**config.mk**
```make
export PLATFORM = sky130hd
export DESIGN_NAME = dual_roi_mean_brightness_top_flat
export DESIGN_NICKNAME = d
export VERILOG_FILES = /design/src/hdl/drmb_pkg.sv /design/src/hdl/drmb_ifs.sv /design/src/hdl/drmb_front.sv /design/src/hdl/drmb_queue.sv /design/src/hdl/drmb_back.sv /design/src/hdl/dual_roi_mean_brightness_top.sv /design/src/flat_wrapper.sv
export SDC_FILE = /design/constraint.sdc
export NUM_CORES = 2
export LEC_CHECK = 0
export ABC_AREA = 1
export BUFFER_PORTS_ARGS = -buffer_cell sky130_fd_sc_hd__buf_2
export CAP_MARGIN = 20
export CELL_PAD_IN_SITES_DETAIL_PLACEMENT = 1
export CELL_PAD_IN_SITES_GLOBAL_PLACEMENT = 2
export CORE_ASPECT_RATIO = 1.75
export CORE_MARGIN = 2
export CORE_UTILIZATION = 37
export DETAILED_ROUTE_END_ITERATION = 12
export PLACE_DENSITY = 0.87
export SLEW_MARGIN = 20
export SYNTH_ARGS = -nofsm -noshare
export SYNTH_HDL_FRONTEND = slang
export SYNTH_HIERARCHICAL = 1
export SYNTH_SLANG_ARGS = --single-unit
```
**constraint.sdc**
```tcl
create_clock -name i_clk -period 5.3 [get_ports i_clk]
set_input_delay 0.265 -clock i_clk [delete_from_list [all_inputs] [get_ports i_clk]]
set_output_delay 0.265 -clock i_clk [all_outputs]
set_load 0.01 [all_outputs]
```
**src/hdl/drmb_pkg.sv**
```systemverilog
// Shared types, constants and helper functions for the dual region mean brightness block.
// Used by every module of the block and by the channel interfaces.
`default_nettype none

package drmb_pkg;

    // Field and register widths.
    localparam int COORD_W     = 10;
    localparam int REG_W       = 11;
    localparam int CH_W        = 8;
    localparam int NUM_REGS    = 8;
    localparam int RIDX_W      = $clog2(NUM_REGS);
    localparam int CFG_IDX_W   = 4;
    localparam int VAL_W       = 10;
    localparam int SUM_W       = 30;
    localparam int CMP_W       = 13;
    localparam int DIV_W       = 24;
    localparam int CNT_W       = $clog2(SUM_W);
    localparam int QUEUE_DEPTH = 4;
    localparam int QPTR_W      = $clog2(QUEUE_DEPTH);

    localparam logic [SUM_W-1:0] SUM_MAX = {SUM_W{1'b1}};
    localparam logic [CH_W-1:0]  MEAN_MAX = {CH_W{1'b1}};

    // Configuration register indexes.
    typedef enum logic [RIDX_W-1:0] {
        REG_LEFT_X_LOW,
        REG_LEFT_X_HIGH,
        REG_LEFT_Y_LOW,
        REG_LEFT_Y_HIGH,
        REG_RIGHT_X_LOW,
        REG_RIGHT_X_HIGH,
        REG_RIGHT_Y_LOW,
        REG_RIGHT_Y_HIGH
    } t_reg_idx;

    typedef struct packed {
        logic [REG_W-1:0] x_low;
        logic [REG_W-1:0] x_high;
        logic [REG_W-1:0] y_low;
        logic [REG_W-1:0] y_high;
    } t_rect;

    // One entry of the queue between the front and the back end.
    typedef struct packed {
        logic [CH_W-1:0]  red;
        logic [CH_W-1:0]  green;
        logic [CH_W-1:0]  blue;
        logic             frame_end;
        logic             left_ok;
        logic             right_ok;
        logic [SUM_W-1:0] left_sum;
        logic [SUM_W-1:0] right_sum;
        logic [REG_W-1:0] left_dx;
        logic [REG_W-1:0] left_dy;
        logic [REG_W-1:0] right_dx;
        logic [REG_W-1:0] right_dy;
    } t_job;

    typedef struct packed {
        logic [CH_W-1:0] red;
        logic [CH_W-1:0] green;
        logic [CH_W-1:0] blue;
        logic [CH_W-1:0] left_mean;
        logic [CH_W-1:0] right_mean;
        logic            means_valid;
    } t_result;

    typedef enum logic [1:0] {
        ST_IDLE,
        ST_SETUP,
        ST_DIV,
        ST_DONE
    } t_back_state;

    // A rectangle is usable only if it is non-empty and lies inside the frame.
    function automatic logic rect_valid(t_rect r, logic [CMP_W-1:0] fw,
                                        logic [CMP_W-1:0] fh);
        logic [CMP_W-1:0] xl;
        logic [CMP_W-1:0] xh;
        logic [CMP_W-1:0] yl;
        logic [CMP_W-1:0] yh;
        xl = CMP_W'(r.x_low);
        xh = CMP_W'(r.x_high);
        yl = CMP_W'(r.y_low);
        yh = CMP_W'(r.y_high);
        return !((xl >= xh) || (yl >= yh) || (xl >= fw) || (yl >= fh) ||
                 (xh > fw) || (yh >= fh));
    endfunction

    function automatic logic rect_inside(t_rect r, logic [CMP_W-1:0] x,
                                         logic [CMP_W-1:0] y);
        return (x >= CMP_W'(r.x_low)) && (x < CMP_W'(r.x_high)) &&
               (y >= CMP_W'(r.y_low)) && (y < CMP_W'(r.y_high));
    endfunction

    function automatic logic rect_border(t_rect r, logic [CMP_W-1:0] x,
                                         logic [CMP_W-1:0] y, logic [CMP_W-1:0] bs);
        return (x < CMP_W'(r.x_low) + bs) || (x + bs >= CMP_W'(r.x_high)) ||
               (y < CMP_W'(r.y_low) + bs) || (y + bs >= CMP_W'(r.y_high));
    endfunction

    // Adds a pixel value to a running sum, clamping at the largest sum.
    function automatic logic [SUM_W-1:0] sat_add(logic [SUM_W-1:0] sum,
                                                 logic [VAL_W-1:0] val);
        logic [SUM_W:0] s;
        s = {1'b0, sum} + (SUM_W+1)'(val);
        return s[SUM_W] ? SUM_MAX : s[SUM_W-1:0];
    endfunction

endpackage

`default_nettype wire

```
**src/hdl/drmb_ifs.sv**
```systemverilog
// Channel interfaces of the block: configuration writes, pixel requests and results.
// Depends on drmb_pkg for the field widths.
`default_nettype none

interface drmb_cfg_if;
    logic                           valid;
    logic                           ready;
    logic [drmb_pkg::CFG_IDX_W-1:0] index;
    logic [drmb_pkg::REG_W-1:0]     data;

    modport source (output valid, output index, output data, input ready);
    modport sink   (input valid, input index, input data, output ready);
endinterface

interface drmb_pix_if;
    logic                         valid;
    logic                         ready;
    logic [drmb_pkg::COORD_W-1:0] col;
    logic [drmb_pkg::COORD_W-1:0] row;
    logic [drmb_pkg::CH_W-1:0]    red_in;
    logic [drmb_pkg::CH_W-1:0]    green_in;
    logic [drmb_pkg::CH_W-1:0]    blue_in;
    logic                         frame_end;

    modport source (output valid, output col, output row, output red_in,
                    output green_in, output blue_in, output frame_end, input ready);
    modport sink   (input valid, input col, input row, input red_in,
                    input green_in, input blue_in, input frame_end, output ready);
endinterface

interface drmb_res_if;
    logic                      valid;
    logic                      ready;
    logic [drmb_pkg::CH_W-1:0] red_out;
    logic [drmb_pkg::CH_W-1:0] green_out;
    logic [drmb_pkg::CH_W-1:0] blue_out;
    logic [drmb_pkg::CH_W-1:0] left_mean;
    logic [drmb_pkg::CH_W-1:0] right_mean;
    logic                      means_valid;

    modport source (output valid, output red_out, output green_out, output blue_out,
                    output left_mean, output right_mean, output means_valid,
                    input ready);
    modport sink   (input valid, input red_out, input green_out, input blue_out,
                    input left_mean, input right_mean, input means_valid,
                    output ready);
endinterface

`default_nettype wire

```
**src/hdl/drmb_front.sv**
```systemverilog
// Front end: holds the configuration registers, masks rectangle borders and keeps both sums.
// Depends on drmb_pkg and the channel interfaces in drmb_ifs.sv.
`default_nettype none

module drmb_front #(
    parameter int FRAME_WIDTH  = 1024,
    parameter int FRAME_HEIGHT = 1024,
    parameter int BORDER_SIZE  = 2
) (
    input  logic           i_clk,
    input  logic           i_rst_n,
    drmb_cfg_if.sink       i_cfg,
    drmb_pix_if.sink       i_pix,
    input  logic           i_full,
    output logic           o_push,
    output drmb_pkg::t_job o_job
);
    import drmb_pkg::*;

    localparam logic [CMP_W-1:0] FW = CMP_W'(FRAME_WIDTH);
    localparam logic [CMP_W-1:0] FH = CMP_W'(FRAME_HEIGHT);
    localparam logic [CMP_W-1:0] BS = CMP_W'(BORDER_SIZE);

    logic [REG_W-1:0] r_cfg [NUM_REGS];
    logic [SUM_W-1:0] r_left_sum;
    logic [SUM_W-1:0] r_right_sum;
    logic [SUM_W-1:0] n_left_sum;
    logic [SUM_W-1:0] n_right_sum;

    t_rect            w_left;
    t_rect            w_right;
    logic             w_left_ok;
    logic             w_right_ok;
    logic [CMP_W-1:0] w_x;
    logic [CMP_W-1:0] w_y;
    logic [VAL_W-1:0] w_val_l;
    logic [VAL_W-1:0] w_val_r;
    logic             w_in_l;
    logic             w_in_r;
    logic             w_bd_l;
    logic             w_bd_r;
    logic [CH_W-1:0]  w_red1;
    logic [CH_W-1:0]  w_green1;
    logic [CH_W-1:0]  w_blue1;

    // Configuration writes are always taken; indexes past the list are dropped.
    assign i_cfg.ready = 1'b1;

    always_ff @(posedge i_clk) begin
        if (!i_rst_n) begin
            for (int i = 0; i < NUM_REGS; i++) begin
                r_cfg[i] <= '0;
            end
        end else if (i_cfg.valid && (i_cfg.index < CFG_IDX_W'(NUM_REGS))) begin
            r_cfg[i_cfg.index[RIDX_W-1:0]] <= i_cfg.data;
        end
    end

    always_comb begin
        w_left = '{x_low:  r_cfg[REG_LEFT_X_LOW],  x_high: r_cfg[REG_LEFT_X_HIGH],
                   y_low:  r_cfg[REG_LEFT_Y_LOW],  y_high: r_cfg[REG_LEFT_Y_HIGH]};
        w_right = '{x_low: r_cfg[REG_RIGHT_X_LOW], x_high: r_cfg[REG_RIGHT_X_HIGH],
                    y_low: r_cfg[REG_RIGHT_Y_LOW], y_high: r_cfg[REG_RIGHT_Y_HIGH]};
        w_left_ok  = rect_valid(w_left, FW, FH);
        w_right_ok = rect_valid(w_right, FW, FH);
    end

    // Left rectangle first; the right one sees the pixel after the left mask.
    always_comb begin
        w_x      = CMP_W'(i_pix.col);
        w_y      = CMP_W'(i_pix.row);
        w_val_l  = VAL_W'(i_pix.red_in) + VAL_W'(i_pix.green_in) + VAL_W'(i_pix.blue_in);
        w_in_l   = w_left_ok && rect_inside(w_left, w_x, w_y);
        w_bd_l   = w_in_l && rect_border(w_left, w_x, w_y, BS);
        w_red1   = w_bd_l ? '0 : i_pix.red_in;
        w_green1 = w_bd_l ? '0 : i_pix.green_in;
        w_blue1  = w_bd_l ? '0 : i_pix.blue_in;
        w_val_r  = VAL_W'(w_red1) + VAL_W'(w_green1) + VAL_W'(w_blue1);
        w_in_r   = w_right_ok && rect_inside(w_right, w_x, w_y);
        w_bd_r   = w_in_r && rect_border(w_right, w_x, w_y, BS);
    end

    always_comb begin
        n_left_sum  = w_in_l ? sat_add(r_left_sum, w_val_l) : r_left_sum;
        n_right_sum = w_in_r ? sat_add(r_right_sum, w_val_r) : r_right_sum;
    end

    // A pixel enters only when the queue has room.
    assign i_pix.ready = !i_full;
    assign o_push      = i_pix.valid && !i_full;

    always_comb begin
        o_job.red       = w_bd_r ? '0 : w_red1;
        o_job.green     = w_bd_r ? '0 : w_green1;
        o_job.blue      = w_bd_r ? '0 : w_blue1;
        o_job.frame_end = i_pix.frame_end;
        o_job.left_ok   = w_left_ok;
        o_job.right_ok  = w_right_ok;
        o_job.left_sum  = n_left_sum;
        o_job.right_sum = n_right_sum;
        o_job.left_dx   = w_left.x_high - w_left.x_low;
        o_job.left_dy   = w_left.y_high - w_left.y_low;
        o_job.right_dx  = w_right.x_high - w_right.x_low;
        o_job.right_dy  = w_right.y_high - w_right.y_low;
    end

    // Sums restart after the frame-end pixel.
    always_ff @(posedge i_clk) begin
        if (!i_rst_n) begin
            r_left_sum  <= '0;
            r_right_sum <= '0;
        end else if (o_push) begin
            r_left_sum  <= i_pix.frame_end ? '0 : n_left_sum;
            r_right_sum <= i_pix.frame_end ? '0 : n_right_sum;
        end
    end

endmodule

`default_nettype wire

```
**src/hdl/drmb_queue.sv**
```systemverilog
// Short first-in first-out queue of pixel jobs between the front and the back end.
// Depends on drmb_pkg for the job type and the depth.
`default_nettype none

module drmb_queue (
    input  logic           i_clk,
    input  logic           i_rst_n,
    input  logic           i_push,
    input  drmb_pkg::t_job i_job,
    output logic           o_full,
    input  logic           i_pop,
    output drmb_pkg::t_job o_job,
    output logic           o_empty
);
    import drmb_pkg::*;

    t_job              r_mem [QUEUE_DEPTH];
    logic [QPTR_W-1:0] r_wr_ptr;
    logic [QPTR_W-1:0] r_rd_ptr;
    logic [QPTR_W:0]   r_count;

    assign o_full  = (r_count == (QPTR_W+1)'(QUEUE_DEPTH));
    assign o_empty = (r_count == '0);
    assign o_job   = r_mem[r_rd_ptr];

    // Entry storage.
    always_ff @(posedge i_clk) begin
        if (i_push) begin
            r_mem[r_wr_ptr] <= i_job;
        end
    end

    // Pointers and fill count.
    always_ff @(posedge i_clk) begin
        if (!i_rst_n) begin
            r_wr_ptr <= '0;
            r_rd_ptr <= '0;
            r_count  <= '0;
        end else begin
            if (i_push) begin
                r_wr_ptr <= r_wr_ptr + 1'b1;
            end
            if (i_pop) begin
                r_rd_ptr <= r_rd_ptr + 1'b1;
            end
            if (i_push && !i_pop) begin
                r_count <= r_count + 1'b1;
            end else if (!i_push && i_pop) begin
                r_count <= r_count - 1'b1;
            end
        end
    end

endmodule

`default_nettype wire

```
**src/hdl/drmb_back.sv**
```systemverilog
// Back end: forwards ordinary pixels and divides both sums on a frame-end pixel.
// Depends on drmb_pkg and the result interface in drmb_ifs.sv.
`default_nettype none

module drmb_back (
    input  logic           i_clk,
    input  logic           i_rst_n,
    input  drmb_pkg::t_job i_job,
    input  logic           i_empty,
    output logic           o_pop,
    drmb_res_if.source     o_res
);
    import drmb_pkg::*;

    t_back_state      r_state;
    t_back_state      n_state;
    logic [CNT_W-1:0] r_cnt;
    logic [CNT_W-1:0] n_cnt;
    t_job             r_work;
    t_job             n_work;
    logic [DIV_W-1:0] r_div_l;
    logic [DIV_W-1:0] n_div_l;
    logic [DIV_W-1:0] r_div_r;
    logic [DIV_W-1:0] n_div_r;
    logic [DIV_W-1:0] r_rem_l;
    logic [DIV_W-1:0] n_rem_l;
    logic [DIV_W-1:0] r_rem_r;
    logic [DIV_W-1:0] n_rem_r;
    t_result          r_out;
    t_result          n_out;
    logic             r_out_valid;
    logic             n_out_valid;

    logic               w_out_free;
    logic [2*REG_W-1:0] w_prod_l;
    logic [2*REG_W-1:0] w_prod_r;
    logic [DIV_W:0]     w_sh_l;
    logic [DIV_W:0]     w_sh_r;
    logic               w_ge_l;
    logic               w_ge_r;
    logic [CH_W-1:0]    w_mean_l;
    logic [CH_W-1:0]    w_mean_r;

    assign w_out_free = !r_out_valid || o_res.ready;

    // Area products of both rectangles.
    assign w_prod_l = r_work.left_dx * r_work.left_dy;
    assign w_prod_r = r_work.right_dx * r_work.right_dy;

    // One restoring division step for each rectangle; the quotient shifts into the sum.
    always_comb begin
        w_sh_l = {r_rem_l, r_work.left_sum[SUM_W-1]};
        w_sh_r = {r_rem_r, r_work.right_sum[SUM_W-1]};
        w_ge_l = (w_sh_l >= {1'b0, r_div_l});
        w_ge_r = (w_sh_r >= {1'b0, r_div_r});
    end

    // Clamp the quotients and force zero for an unusable rectangle.
    always_comb begin
        if (!r_work.left_ok) begin
            w_mean_l = '0;
        end else if (|r_work.left_sum[SUM_W-1:CH_W]) begin
            w_mean_l = MEAN_MAX;
        end else begin
            w_mean_l = r_work.left_sum[CH_W-1:0];
        end
        if (!r_work.right_ok) begin
            w_mean_r = '0;
        end else if (|r_work.right_sum[SUM_W-1:CH_W]) begin
            w_mean_r = MEAN_MAX;
        end else begin
            w_mean_r = r_work.right_sum[CH_W-1:0];
        end
    end

    // Sequencer: next state, queue pop and output register loading.
    always_comb begin
        n_state     = r_state;
        n_cnt       = r_cnt;
        n_work      = r_work;
        n_div_l     = r_div_l;
        n_div_r     = r_div_r;
        n_rem_l     = r_rem_l;
        n_rem_r     = r_rem_r;
        n_out       = r_out;
        n_out_valid = r_out_valid && !o_res.ready;
        o_pop       = 1'b0;
        unique case (r_state)
            ST_IDLE: begin
                if (!i_empty && w_out_free) begin
                    o_pop = 1'b1;
                    if (i_job.frame_end) begin
                        n_work  = i_job;
                        n_state = ST_SETUP;
                    end else begin
                        n_out_valid       = 1'b1;
                        n_out.red         = i_job.red;
                        n_out.green       = i_job.green;
                        n_out.blue        = i_job.blue;
                        n_out.left_mean   = '0;
                        n_out.right_mean  = '0;
                        n_out.means_valid = 1'b0;
                    end
                end
            end
            ST_SETUP: begin
                n_div_l = DIV_W'({w_prod_l, 1'b0}) + DIV_W'(w_prod_l);
                n_div_r = DIV_W'({w_prod_r, 1'b0}) + DIV_W'(w_prod_r);
                n_rem_l = '0;
                n_rem_r = '0;
                n_cnt   = CNT_W'(SUM_W - 1);
                n_state = ST_DIV;
            end
            ST_DIV: begin
                n_rem_l = w_ge_l ? DIV_W'(w_sh_l - {1'b0, r_div_l}) : DIV_W'(w_sh_l);
                n_rem_r = w_ge_r ? DIV_W'(w_sh_r - {1'b0, r_div_r}) : DIV_W'(w_sh_r);
                n_work.left_sum  = {r_work.left_sum[SUM_W-2:0], w_ge_l};
                n_work.right_sum = {r_work.right_sum[SUM_W-2:0], w_ge_r};
                n_cnt = r_cnt - 1'b1;
                if (r_cnt == '0) begin
                    n_state = ST_DONE;
                end
            end
            ST_DONE: begin
                if (w_out_free) begin
                    n_out_valid       = 1'b1;
                    n_out.red         = r_work.red;
                    n_out.green       = r_work.green;
                    n_out.blue        = r_work.blue;
                    n_out.left_mean   = w_mean_l;
                    n_out.right_mean  = w_mean_r;
                    n_out.means_valid = 1'b1;
                    n_state           = ST_IDLE;
                end
            end
            default: begin
                n_state = ST_IDLE;
            end
        endcase
    end

    // Control state.
    always_ff @(posedge i_clk) begin
        if (!i_rst_n) begin
            r_state     <= ST_IDLE;
            r_out_valid <= 1'b0;
            r_cnt       <= '0;
        end else begin
            r_state     <= n_state;
            r_out_valid <= n_out_valid;
            r_cnt       <= n_cnt;
        end
    end

    // Working and output data.
    always_ff @(posedge i_clk) begin
        r_work  <= n_work;
        r_div_l <= n_div_l;
        r_div_r <= n_div_r;
        r_rem_l <= n_rem_l;
        r_rem_r <= n_rem_r;
        r_out   <= n_out;
    end

    assign o_res.valid       = r_out_valid;
    assign o_res.red_out     = r_out.red;
    assign o_res.green_out   = r_out.green;
    assign o_res.blue_out    = r_out.blue;
    assign o_res.left_mean   = r_out.left_mean;
    assign o_res.right_mean  = r_out.right_mean;
    assign o_res.means_valid = r_out.means_valid;

endmodule

`default_nettype wire

```
**src/hdl/dual_roi_mean_brightness_top.sv**
```systemverilog
// Top level of the dual region mean brightness block: front end, job queue, back end.
// Depends on drmb_pkg, drmb_ifs.sv, drmb_front, drmb_queue and drmb_back.
`default_nettype none

// Takes one RGB pixel per clock while the queue has room, with its column, row and a
// frame-end flag, and returns one result per pixel: the channels with rectangle borders
// blanked and, on the frame-end pixel, the mean channel value of each of the two configured
// rectangles. Ordinary pixels flow at one per cycle while results are taken. A frame-end
// pixel holds the back end for the area multiply, 30 steps of the bit-serial divider and
// the result, while the front keeps taking pixels into a four-entry queue until it fills.
// Configuration writes are always ready and take effect on the next pixel.
module dual_roi_mean_brightness_top #(
    parameter int FRAME_WIDTH  = 1024,
    parameter int FRAME_HEIGHT = 1024,
    parameter int BORDER_SIZE  = 2
) (
    input  logic       i_clk,
    input  logic       i_rst_n,
    drmb_cfg_if.sink   i_cfg,
    drmb_pix_if.sink   i_pix,
    drmb_res_if.source o_res
);
    import drmb_pkg::*;

    logic w_push;
    logic w_full;
    logic w_pop;
    logic w_empty;
    t_job w_job_in;
    t_job w_job_out;

    drmb_front #(
        .FRAME_WIDTH  (FRAME_WIDTH),
        .FRAME_HEIGHT (FRAME_HEIGHT),
        .BORDER_SIZE  (BORDER_SIZE)
    ) u_front (
        .i_clk   (i_clk),
        .i_rst_n (i_rst_n),
        .i_cfg   (i_cfg),
        .i_pix   (i_pix),
        .i_full  (w_full),
        .o_push  (w_push),
        .o_job   (w_job_in)
    );

    drmb_queue u_queue (
        .i_clk   (i_clk),
        .i_rst_n (i_rst_n),
        .i_push  (w_push),
        .i_job   (w_job_in),
        .o_full  (w_full),
        .i_pop   (w_pop),
        .o_job   (w_job_out),
        .o_empty (w_empty)
    );

    drmb_back u_back (
        .i_clk   (i_clk),
        .i_rst_n (i_rst_n),
        .i_job   (w_job_out),
        .i_empty (w_empty),
        .o_pop   (w_pop),
        .o_res   (o_res)
    );

endmodule

`default_nettype wire

```
**src/flat_wrapper.sv**
```systemverilog
// flat-port wrapper written by rule: the top's interface ports become plain ports
module dual_roi_mean_brightness_top_flat import drmb_pkg::*;
#(
    parameter int FRAME_WIDTH  = 1024,
    parameter int FRAME_HEIGHT = 1024,
    parameter int BORDER_SIZE  = 2
)
  (i_clk, i_rst_n, i_cfg_valid, i_cfg_index, i_cfg_data, i_cfg_ready, i_pix_valid, i_pix_col, i_pix_row, i_pix_red_in, i_pix_green_in, i_pix_blue_in, i_pix_frame_end, i_pix_ready, o_res_valid, o_res_red_out, o_res_green_out, o_res_blue_out, o_res_left_mean, o_res_right_mean, o_res_means_valid, o_res_ready);
  drmb_cfg_if i_cfg_i ();
  drmb_pix_if i_pix_i ();
  drmb_res_if o_res_i ();
  input  logic i_clk;
  input  logic i_rst_n;
  input wire logic [$bits(i_cfg_i.valid)-1:0] i_cfg_valid;
  input wire logic [$bits(i_cfg_i.index)-1:0] i_cfg_index;
  input wire logic [$bits(i_cfg_i.data)-1:0] i_cfg_data;
  output wire logic [$bits(i_cfg_i.ready)-1:0] i_cfg_ready;
  input wire logic [$bits(i_pix_i.valid)-1:0] i_pix_valid;
  input wire logic [$bits(i_pix_i.col)-1:0] i_pix_col;
  input wire logic [$bits(i_pix_i.row)-1:0] i_pix_row;
  input wire logic [$bits(i_pix_i.red_in)-1:0] i_pix_red_in;
  input wire logic [$bits(i_pix_i.green_in)-1:0] i_pix_green_in;
  input wire logic [$bits(i_pix_i.blue_in)-1:0] i_pix_blue_in;
  input wire logic [$bits(i_pix_i.frame_end)-1:0] i_pix_frame_end;
  output wire logic [$bits(i_pix_i.ready)-1:0] i_pix_ready;
  output wire logic [$bits(o_res_i.valid)-1:0] o_res_valid;
  output wire logic [$bits(o_res_i.red_out)-1:0] o_res_red_out;
  output wire logic [$bits(o_res_i.green_out)-1:0] o_res_green_out;
  output wire logic [$bits(o_res_i.blue_out)-1:0] o_res_blue_out;
  output wire logic [$bits(o_res_i.left_mean)-1:0] o_res_left_mean;
  output wire logic [$bits(o_res_i.right_mean)-1:0] o_res_right_mean;
  output wire logic [$bits(o_res_i.means_valid)-1:0] o_res_means_valid;
  input wire logic [$bits(o_res_i.ready)-1:0] o_res_ready;
  assign i_cfg_i.valid = i_cfg_valid;
  assign i_cfg_i.index = i_cfg_index;
  assign i_cfg_i.data = i_cfg_data;
  assign i_cfg_ready = i_cfg_i.ready;
  assign i_pix_i.valid = i_pix_valid;
  assign i_pix_i.col = i_pix_col;
  assign i_pix_i.row = i_pix_row;
  assign i_pix_i.red_in = i_pix_red_in;
  assign i_pix_i.green_in = i_pix_green_in;
  assign i_pix_i.blue_in = i_pix_blue_in;
  assign i_pix_i.frame_end = i_pix_frame_end;
  assign i_pix_ready = i_pix_i.ready;
  assign o_res_valid = o_res_i.valid;
  assign o_res_red_out = o_res_i.red_out;
  assign o_res_green_out = o_res_i.green_out;
  assign o_res_blue_out = o_res_i.blue_out;
  assign o_res_left_mean = o_res_i.left_mean;
  assign o_res_right_mean = o_res_i.right_mean;
  assign o_res_means_valid = o_res_i.means_valid;
  assign o_res_i.ready = o_res_ready;
  dual_roi_mean_brightness_top #(.FRAME_WIDTH(FRAME_WIDTH), .FRAME_HEIGHT(FRAME_HEIGHT), .BORDER_SIZE(BORDER_SIZE)) u_core (.i_clk(i_clk), .i_rst_n(i_rst_n), .i_cfg(i_cfg_i), .i_pix(i_pix_i), .o_res(o_res_i));
endmodule
```
==> flow_metrics.tcl <==
set metrics [dict create \
    yosys.area_share.simple_pct 19.8 \
    start_util_pct 37.3 \
    numPortBuffers 107 \
    cts_max_path_buffers 3 \
    design.core.area_mm2 0.166 \
    fin_ws_ns -0.704 \
    top_layer_used "met5" \
    synth_compound_area_share_pct 8.79 \
    rsz0062_at_grt "yes" \
    outcome "finished with violations" \
    die_width_um 314 \
    wl_met3_um 6180 \
    synth_xor_area_share_pct 2.67 \
    synth_warnings 6 \
    io_pins 109 \
    drv_cap 0 \
    tightest_slew_ns 1.01 \
    synthTopCellsByCount "nand2_1, inv_1, edfxtp_1, nor2_1, ha_1" \
    synth_top_area_share_pct 42.5 \
    slew_headroom_pct 32.8 \
    fmax_mhz 167 \
    route.vias.total 51579 \
    remaining_drc_errors 0 \
    wl_met2_um 114000 \
    violations "setup timing" \
    final_nets 8333 \
    ys_seq_area_share_pct 45.0 \
    drt_iter0_markers 2311 \
    yosysMostFrequentCell "nand2_1" \
    synthMuxAreaShare_pct 0 \
    syn_area_mm2 0.0621 \
    critPathArrivalTime_ns 6.48 \
    gr-total-overflow 0 \
    worst_setup_path_end_kind "flop" \
    hold_viol_final 0 \
    drive_gt1_share_pct 23.4 \
    cts_buffers 95 \
    wl_met1_um 75200 \
    fin_cells 9900 \
    ys_seq_elements 956 \
    cts-htree-levels 3 \
    syn_to_final_growth_pct 24.3 \
    die_area_mm2 0.171 \
    rows 198 \
    antenna_found_initial 7 \
    grt_pass1_vias 57097 \
    clk_latency_ns 0.73 \
    track_usage_pct 23.5 \
    crit_type "reg -> reg" \
    period_share_pct 113 \
    async_flop_share_pct 0 \
    synth_edf_count 879 \
    ys_top_cells_by_area "edfxtp_1, nand2_1, ha_1" \
    path_clk_slew_ns 0.08 \
    synth_fa_ha_area_share_pct 15.6 \
    grt_start_max_net_pins 104 \
    grt_pass1_wl_um 315000 \
    path_max_fanout 6 \
    wl_per_cell_um 20.9 \
    synth_flop_cell "edfxtp_1" \
    drt_wl_total_um 207000 \
    yosys.area.top_type "edfxtp_1" \
    dr.pass1.iters 5 \
    place.gp.congestion 0.905 \
    drv_slew 0 \
    cts_root_buffer "clkbuf_16" \
    place_inst 9572 \
    drtAntennaViolNets 0 \
    syn_inst 6976 \
    avgSynthCellArea_um2 8.89 \
    dpl.hpwl_um 147000 \
    yosys.cell_types.count 60 \
    cts_tree "built" \
    cts_num_sinks 956 \
    drt-vias-per-instance 5.21 \
    hold_path_class "in -> reg" \
    timing.final.crit_period_ns 6.00 \
    fin_worst_skew_ns 0.0345 \
    critPathLaunchType "flop" \
    slowest_stage "fa_1" \
    synth_top_family_by_area "simple AND/OR/NAND/NOR gates" \
    setup_viol 167 \
    fp.dieH_um 546 \
    worstPathRequired_ns 5.77 \
    critPathMaxStageDelay_ns 0.59 \
    synth_fp_nets 7693 \
]
registers in the layout, indices dropped and copies added (netlist names), 24 cells and up, named ones only:
name,cells
u_core/u_front/r_left_sum,30
u_core/u_back/r_div_r,24
u_core/u_back/r_work,130
u_core/u_back/r_div_l,24
u_core/u_front/r_cfg,88
u_core/u_back/r_rem_r,24
u_core/u_queue/r_mem,524
u_core/u_front/r_right_sum,30
u_core/u_back/r_rem_l,24
timing repair:
action,4_1_cts,5_1_grt
hold endpoints to repair,5,0
gates resized for setup,546,352
gates cloned,5,0
hold buffers,2,0
endpoints found under the setup margin,182,184
buffers inserted,102,51
pin swaps,251,267
kinds of logic after synthesis:
logic type / after synthesis
XOR/XNOR: 188
adder cells (fa/ha/maj): 652
AO/OA/AOI/OAI: 1001
AND/OR/NAND/NOR: 2926
flip-flops: 956
other: 1
buffers and inverters: 1252
worst max-delay path, delay by kind of cell (launching register included):
kind,cells,cell delay [ns]
AO/OA/AOI/OAI,3,0.39
XOR/XNOR,2,0.38
adder cells (fa/ha/maj),7,3.15
buffers and inverters,5,0.43
flip-flops,1,0.49
AND/OR/NAND/NOR,9,0.89
cells in the final DEF, fill, tap and decap left out, types with 153 or more instances in the layout:
master	n
buf_4	569
a21oi_1	243
edfxtp_1	879
fa_1	185
nand2_1	1315
nor2_1	674
nand3_1	229
o21ai_0	344
o22ai_1	153
nand2_2	213
ha_1	378
inv_1	949
worst paths after layout:
check	from	to	slack [ns]	cells past startpoint
worst max register to register	u_core/u_back/r_work[25]	u_core/u_back/r_div_l[19]	-0.70	26
worst min-delay path	i_cfg_data[1]	u_core/u_front/r_cfg[4][1]	0.10	3
worst min register to register	u_core/u_queue/r_rd_ptr[1]	flop	0.45	1
worst max-delay path	u_core/u_back/r_work[25]	u_core/u_back/r_div_l[19]	-0.70	26
cell type report:
type,count,area (um^2)
Antenna cell,2,5.00
Clock buffer,104,2440
Clock inverter,75,1040
Fill cell,18999,89300
Inverter,1026,3890
Multi-Input combinational cell,4768,33000
Sequential cell,956,27900
Tap cell,2200,2750
Timing Repair Buffer,769,6080
per-stage QoR:
| stage | worst slack, ns | TNS (ns) | cell area [um^2] | hold WS (ns) | util [%] |
|---|---|---|---|---|---|
| after floorplan | -0.0864 | -0.190 | 62800 | 0.386 | - |
| after global placement | -1.01 | -149.82 | 68700 | 0.412 | 41.2 |
| after detailed placement | -1.20 | -183.87 | 68700 | 0.445 | 41.2 |
| after CTS | -0.468 | -7.09 | 75400 | 0.0549 | 45.3 |
| after global routing | -0.868 | -61.24 | 77100 | 0.0893 | 46.3 |
| final | -0.704 | -23.34 | 77100 | 0.101 | 46.3 |
per-layer routing:
layer / vias up / global-route usage [%]
met5: - / 0
met4: 2 / 11.6
met3: 515 / 2.53
met2: 1001 / 46.3
met1: 25812 / 24.1
li1: 24249 / -
Power is not shown: default switching activity piles up to over one toggle a cycle in this logic, so the estimate is an artifact.
